`src/sv/srdp_pkg.sv`:
```
// ----------------------------------------------------------------------------
// srdp_pkg
// Shared constants, types and helpers of the sparse row dot product block.
// ----------------------------------------------------------------------------
`default_nettype none

package srdp_pkg;

    // Store and row counter geometry
    localparam int VECTOR_DEPTH = 4096;
    localparam int MAX_ROWS     = 1024;
    localparam int ADDR_W       = $clog2(VECTOR_DEPTH);
    localparam int CNT_W        = (MAX_ROWS > 1) ? $clog2(MAX_ROWS) : 1;

    // Field widths
    localparam int MODE_W  = 2;
    localparam int INDEX_W = 12;
    localparam int VALUE_W = 32;
    localparam int ROW_W   = 10;
    localparam int SUM_W   = 48;
    localparam int PROD_W  = 2 * VALUE_W;
    localparam int FRAC_W  = 16;
    localparam int EXT_W   = SUM_W + 2;

    // Item modes
    localparam logic [MODE_W-1:0] MODE_LOAD    = 2'd0;
    localparam logic [MODE_W-1:0] MODE_TERM    = 2'd1;
    localparam logic [MODE_W-1:0] MODE_EMPTY   = 2'd2;
    localparam logic [MODE_W-1:0] MODE_RESTART = 2'd3;

    // Controls from the sequencer to the multiply-accumulate datapath
    typedef struct packed {
        logic mul_en;  // capture coefficient times entry
        logic acc_en;  // fold the product into the row sum
        logic negate;  // subtract instead of add
        logic clear;   // drop the row sum (wins over acc_en)
    } t_mac_ctrl;

    // Low bits of the row counter as the reported row number
    function automatic logic [ROW_W-1:0] row_out(input logic [CNT_W-1:0] cnt);
        logic [CNT_W+ROW_W-1:0] wide;
        wide = {{ROW_W{1'b0}}, cnt};
        return wide[ROW_W-1:0];
    endfunction

endpackage

`default_nettype wire

```
`src/sv/srdp_mac.sv`:
```
// ----------------------------------------------------------------------------
// srdp_mac
// Multiply-accumulate datapath: registered Q32.32 product, floor to Q32.16,
// add or subtract into the saturating row sum.
// ----------------------------------------------------------------------------
`default_nettype none

module srdp_mac (
    input  wire logic                                i_clk,
    input  wire logic                                i_rst_n,
    input  wire srdp_pkg::t_mac_ctrl                 i_ctrl,
    input  wire logic signed [srdp_pkg::VALUE_W-1:0] i_coef,
    input  wire logic signed [srdp_pkg::VALUE_W-1:0] i_entry,
    output logic signed      [srdp_pkg::SUM_W-1:0]   o_sum_next
);

    import srdp_pkg::*;

    logic signed [PROD_W-1:0] r_prod;
    logic signed [SUM_W-1:0]  r_sum;
    logic signed [SUM_W-1:0]  prod_q;
    logic signed [EXT_W-1:0]  ext;

    // Capture the full product
    always_ff @(posedge i_clk) begin
        if (i_ctrl.mul_en) begin
            r_prod <= i_coef * i_entry;
        end
    end

    // Floor to Q32.16 by dropping fraction bits, then add or subtract
    assign prod_q = r_prod[PROD_W-1:FRAC_W];

    always_comb begin
        if (i_ctrl.negate) begin
            ext = {{2{r_sum[SUM_W-1]}}, r_sum} - {{2{prod_q[SUM_W-1]}}, prod_q};
        end else begin
            ext = {{2{r_sum[SUM_W-1]}}, r_sum} + {{2{prod_q[SUM_W-1]}}, prod_q};
        end
        // Clamp to the 48-bit range
        if (ext[EXT_W-1:SUM_W-1] == '0 || ext[EXT_W-1:SUM_W-1] == '1) begin
            o_sum_next = ext[SUM_W-1:0];
        end else if (ext[EXT_W-1]) begin
            o_sum_next = {1'b1, {(SUM_W-1){1'b0}}};
        end else begin
            o_sum_next = {1'b0, {(SUM_W-1){1'b1}}};
        end
    end

    // Hold the running row sum
    always_ff @(posedge i_clk) begin
        if (!i_rst_n) begin
            r_sum <= '0;
        end else if (i_ctrl.clear) begin
            r_sum <= '0;
        end else if (i_ctrl.acc_en) begin
            r_sum <= o_sum_next;
        end
    end

endmodule

`default_nettype wire

```
`config.mk`:
```
export PLATFORM = sky130hd
export DESIGN_NAME = srdp_mac
export DESIGN_NICKNAME = d
export VERILOG_FILES = /design/src/sv/srdp_pkg.sv /design/src/sv/srdp_mac.sv
export SDC_FILE = /design/constraint.sdc
export NUM_CORES = 2
export LEC_CHECK = 0
export BUFFER_PORTS_ARGS = -buffer_cell sky130_fd_sc_hd__buf_4
export CAP_MARGIN = 20
export CORE_MARGIN = 8
export CORE_UTILIZATION = 37
export CTS_CLUSTER_DIAMETER = 30
export DETAILED_ROUTE_END_ITERATION = 12
export GPL_ROUTABILITY_DRIVEN = 1
export PLACE_DENSITY = 0.54
export SLEW_MARGIN = 15
export SYNTH_ARGS = -nofsm -noshare
export SYNTH_HDL_FRONTEND = slang
export SYNTH_SLANG_ARGS = --single-unit
```
`constraint.sdc`:
```
create_clock -name i_clk -period 15.52 [get_ports i_clk]
set_input_delay 0.776 -clock i_clk [delete_from_list [all_inputs] [get_ports i_clk]]
set_output_delay 0.776 -clock i_clk [all_outputs]
set_load 0.05 [all_outputs]
```
* After elaboration in Yosys (flattened, before gate mapping)
Cells that the tools add are included.
** Storage, ports and cells
- Register bits after elaboration :: 112
- Bits of input ports :: 70
- Word-level logic and storage cells :: 13
** Cells by class
- Add/sub/neg operators :: 2
- $mul :: 1
- Eq/ne operators :: 1
- Multiplexer cells :: 3
- Bitwise logic cells :: 1
- Reductions and logical operators :: 3
** Operator list (number)
- $mux 48 :: 2
- $mul 32x32->64 :: 1
- $mux 50 :: 1
- $add 48x48->49 :: 1
- $sub 48x48->49 :: 1
- $eq 3x3->1 const B :: 1
- $logic_not 3->1 :: 1
- $reduce_or 2->1 :: 1
- $logic_or 1x1->1 :: 1
- $not 1->1 :: 1

* Depth between registers and ports, before layout
- Depth in word-level cells :: 5
- Gate-level depth with buffers :: 28
- Mapped depth without buffers :: 27

* Worst setup path after synthesis
No wires, ideal clock.
- Path kind :: input port to flip-flop
- From :: input port i_coef[31] (netlist bit)
- To :: register r_prod[61], data pin
- Setup time :: 0.271 ns
- Data arrival time :: 7.946 ns
- Path slack :: 7.303 ns
- Stages on the path :: 27
- Path buffers :: 1
- Path through :: clkbuf_1 > nand2_1 > inv_1 > fa_1 > inv_1 > fa_1 > fa_1 > inv_1 > fa_1 > inv_1 > fa_1 > inv_1 > fa_1 > inv_1 > fa_1 > inv_1 > fa_1 > ha_1 > a21o_1 > a21o_1 > a21o_1 > a21oi_1 > nor2b_1 > o21ai_0 > nand2b_1 > a2111oi_0 > xnor2_1
** Between the ends
- Longest elaborated chain between the ends :: 1
** RTL lines
- from (decl) :: RTL line srdp_mac.sv:12 : input wire logic signed [srdp_pkg::VALUE_W-1:0] i_coef,
- $mul 32x32->64 :: RTL line srdp_mac.sv:27 : r_prod <= i_coef * i_entry;
- to (signal assigned) :: RTL line srdp_mac.sv:27
- to (decl) :: RTL line srdp_mac.sv:19 : logic signed [PROD_W-1:0] r_prod;
Every way passes these cells.
A chain may end at the register's enable or synchronous reset.

* Worst setup path in the final report
- From :: input port i_entry[19] (netlist bit)
- To :: register r_prod[54], data pin
** Between the ends
- Longest elaborated chain between the ends :: 1
** RTL lines
- from (decl) :: RTL line srdp_mac.sv:13 : input wire logic signed [srdp_pkg::VALUE_W-1:0] i_entry,
- $mul 32x32->64 :: RTL line srdp_mac.sv:27
Every way passes these cells.

==> qor.yml <==
status: "completed"
critPathLaunchType: "input pin"
gr-total-overflow: 0
placed_area_um2: 44690
grtUsageMet3_pct: 1.986
hold_class: "register to register"
reg2reg_depth: 18
crit_required_ns: 15.62
drc_errors: 0
ys_ff_latch: 96
drive_gt1_share_pct: 4.009
syn-num-nets: 6038
async_flop_share_pct: 0
hold_buffers: 0
core_um2: 114500
initial_core_util_pct: 37.33
synth_cell_types: 74
clk_pin_slew_ns: 0.07
holdWs_ns: 0.4649
finalSetupViolations: 0
rr_endpoint: "r_sum[10]$_SDFFE_PP0P_"
ctsLongestPathBuffers: 2
syn_avg_cell_area_um2: 9.179
clk_latency_ns: 0.36
slew_headroom_pct: 27.64
fin_skew_ns: 0.01745
routedWlPerCell_um: 20.51
die-area_um2: 126700
cp_num_buf_inv: 4
cts_tree: "yes"
cp.arrival_ns: 9.05
rsz0062_at_grt: "false"
critPathTopFamily: "adder cells"
grt.met1_usage_pct: 28.99
slew_viol_final: 0
path_common_cell: "fa_1"
io_pins: 118
gp_congestion: 0.8507
worstPathCellList: "buf_4 > nand2_1 > fa_1 > fa_1 > inv_1 > fa_1 > inv_1 > fa_1 > inv_1 > fa_1 > fa_1 > fa_1 > fa_1 > ha_1 > nand4_1 > nor3_1 > o221ai_1 > o21ai_0 > a31oi_1 > o21ai_0 > a31oi_1 > o21ai_0 > a21boi_0 > xnor2_1"
synth-main-ff-cell: "edfxtp_1"
syn_area_um2: 42740
nets: 5941
hold_start: "r_sum[25]$_SDFFE_PP0P_"
cts_root_buf: "clkbuf_16"
grt.busiest_layer: "met2"
whs_endpoint: "r_sum[25]$_SDFFE_PP0P_"
vias: 30534
die_y_um: 355.9
crit-reg2reg-launch: "r_prod[22]$_DFFE_PP_"
r2r_slack_ns: 9.08
grt_max_degree: 49
cts.repair_timing.setup_buffer_count: 0
cts_resized: 0
use_met2_pct: 33.78
grtUsageTotal_pct: 20.16
drt-total-wl_um: 124600
std_cell_rows: 124
fmax_mhz: 111.7
ys_seq_area_share_pct: 5.620
synth-edff-count: 48
tightest_slew_ns: 1.085
hold_viol: 0
cts_num_sinks: 96
fill_cells: 11667
grt_pass1_wl_um: 201400
cap_violations: 0
final.setup.tns_ns: 0
crit_fanout: 32
grt_pass1_vias: 34047
area.growth.synth_to_final_pct: 5.222
max_stage_delay_ns: 0.58
endpoint_kind: "register"
io_buffers: 117
fin_area_um2: 44980
dr.pass1.iters: 5
worstSetupPathType: "input pin to register"
stdcell_count: 6078
cts_buffers: 9
yosys_warnings: 0
drtAntennaViolNets: 0
routed_via_density: 5.024
whs_path_depth: 2
dpl.hpwl_um: 100300
post-route-min-period_ns: 8.953
finalCritPeriodShare_pct: 57.68
antenna_found_initial: 5
dpl.cell_count: 6061
dieWidth_um: 355.9
slowest_stage: "fa_1"
synthCells: 4657
drtIter0Drc: 1993
h-tree-depth: 3
cell type report:
class	instances	area, um^2	area share, %
clock inverter	7	60.06	0.1335
tap	1512	1892	4.206
antenna	1	2.502	0.005564
sequential	96	2402	5.341
timing repair buffer	127	960.9	2.136
clock buffer	9	225.2	0.5007
inverter	1000	3754	8.346
multi-input combinational	3326	35680	79.33
cells in the final DEF (no fill, tap or decap), drive strengths merged, types with 8 or more instances in the layout:
master  count
nand4      20
o21bai     18
clkbuf      9
nor3       28
nor4        8
nor2      153
o211ai     13
a21o       44
ha        229
o31ai      10
maj3        9
mux2i      10
nand3      20
and3        8
xor2       38
a21oi     136
and2      497
buf       127
o21ai      99
inv      1003
edfxtp     48
o21a       22
a31oi      20
a211oi     12
nand2     637
nor2b      10
nand2b     15
fa       1082
dfxtp      48
xnor2     114
worst max path at each step:
stage	from	slack, ns	to	depth (start not counted)
5_1_grt	i_entry[19]	6.04	r_prod[54]$_DFFE_PP_	24
3_3_place_gp	i_entry[8]	6.29	r_prod[54]$_DFFE_PP_	23
4_1_cts	i_entry[19]	6.59	r_prod[54]$_DFFE_PP_	24
2_1_floorplan	i_coef[31]	7.30	r_prod[61]$_DFFE_PP_	27
6_report	i_entry[19]	6.57	r_prod[54]$_DFFE_PP_	24
3_5_place_dp	i_entry[8]	6.24	r_prod[54]$_DFFE_PP_	23
tightest hold or removal path, stage by stage, from the launching register on:
cell     delay [ns]
dfxtp_1        0.31
nand2_1        0.06
o21ai_2        0.05
cells in the mapped netlist (9+ instances only):
| library cell | number | share of area (%) |
|---|---|---|
| o211ai_1 | 12 | 0.21 |
| inv_1 | 999 | 8.8 |
| o21ai_0 | 79 | 0.92 |
| xnor2_1 | 114 | 2.3 |
| ha_1 | 229 | 6.7 |
| o21a_1 | 22 | 0.39 |
| a21o_1 | 44 | 0.77 |
| clkbuf_1 | 224 | 2.0 |
| a21oi_1 | 136 | 1.6 |
| mux2i_1 | 10 | 0.23 |
| o21bai_1 | 18 | 0.32 |
| nor2_1 | 152 | 1.3 |
| and2_1 | 496 | 7.3 |
| dfxtp_1 | 48 | 2.2 |
| nand2b_1 | 15 | 0.22 |
| o21ai_2 | 19 | 0.39 |
| nor3_1 | 28 | 0.33 |
| a211oi_1 | 12 | 0.21 |
| xor2_1 | 37 | 0.76 |
| a31oi_1 | 20 | 0.29 |
| nand2_1 | 636 | 5.6 |
| nor2b_1 | 10 | 0.15 |
| o31ai_1 | 10 | 0.18 |
| nand4_1 | 20 | 0.29 |
| fa_1 | 1082 | 51 |
| maj3_1 | 9 | 0.21 |
| nand3_1 | 19 | 0.22 |
| edfxtp_1 | 48 | 3.4 |
flip-flops by register name, summed over array words and instances (netlist names):
name,count
r_sum,48
r_prod,48
metrics by stage:
step | setup WS [ns] | utilization (%)
floorplan | 7.303 | -
CTS | 6.589 | 39.28
detailed placement | 6.238 | 39.03
global route | 6.038 | 39.28
global placement | 6.289 | 39.02
finish | 6.568 | 39.28
kinds of logic after synthesis:
group                      Yosys count  share of synthesized area (%)
muxes                               10                         0.2342
xor gates and xnor gates           152                          3.132
adders and majority gates         1320                          57.59
DFF                                 96                          5.620
buffers and inverters             1235                          10.92
AOI/OAI and AO/OA                  421                          6.279
and+or+nand+nor                   1423                          16.23
routing by layer:
| metal | wire length (um) | share of wire, % | up-vias |
|---|---|---|---|
| met1 | 58600 | 47 | 16071 |
| met2 | 58540 | 47 | 756 |
| met3 | 5873 | 4.7 | 102 |
| met4 | 1629 | 1.3 | 0 |
| met5 | 0 | 0 | - |
| li1 | - | - | 13605 |
Power is not shown: default switching activity piles up to over one toggle a cycle in this logic, so the estimate is an artifact.
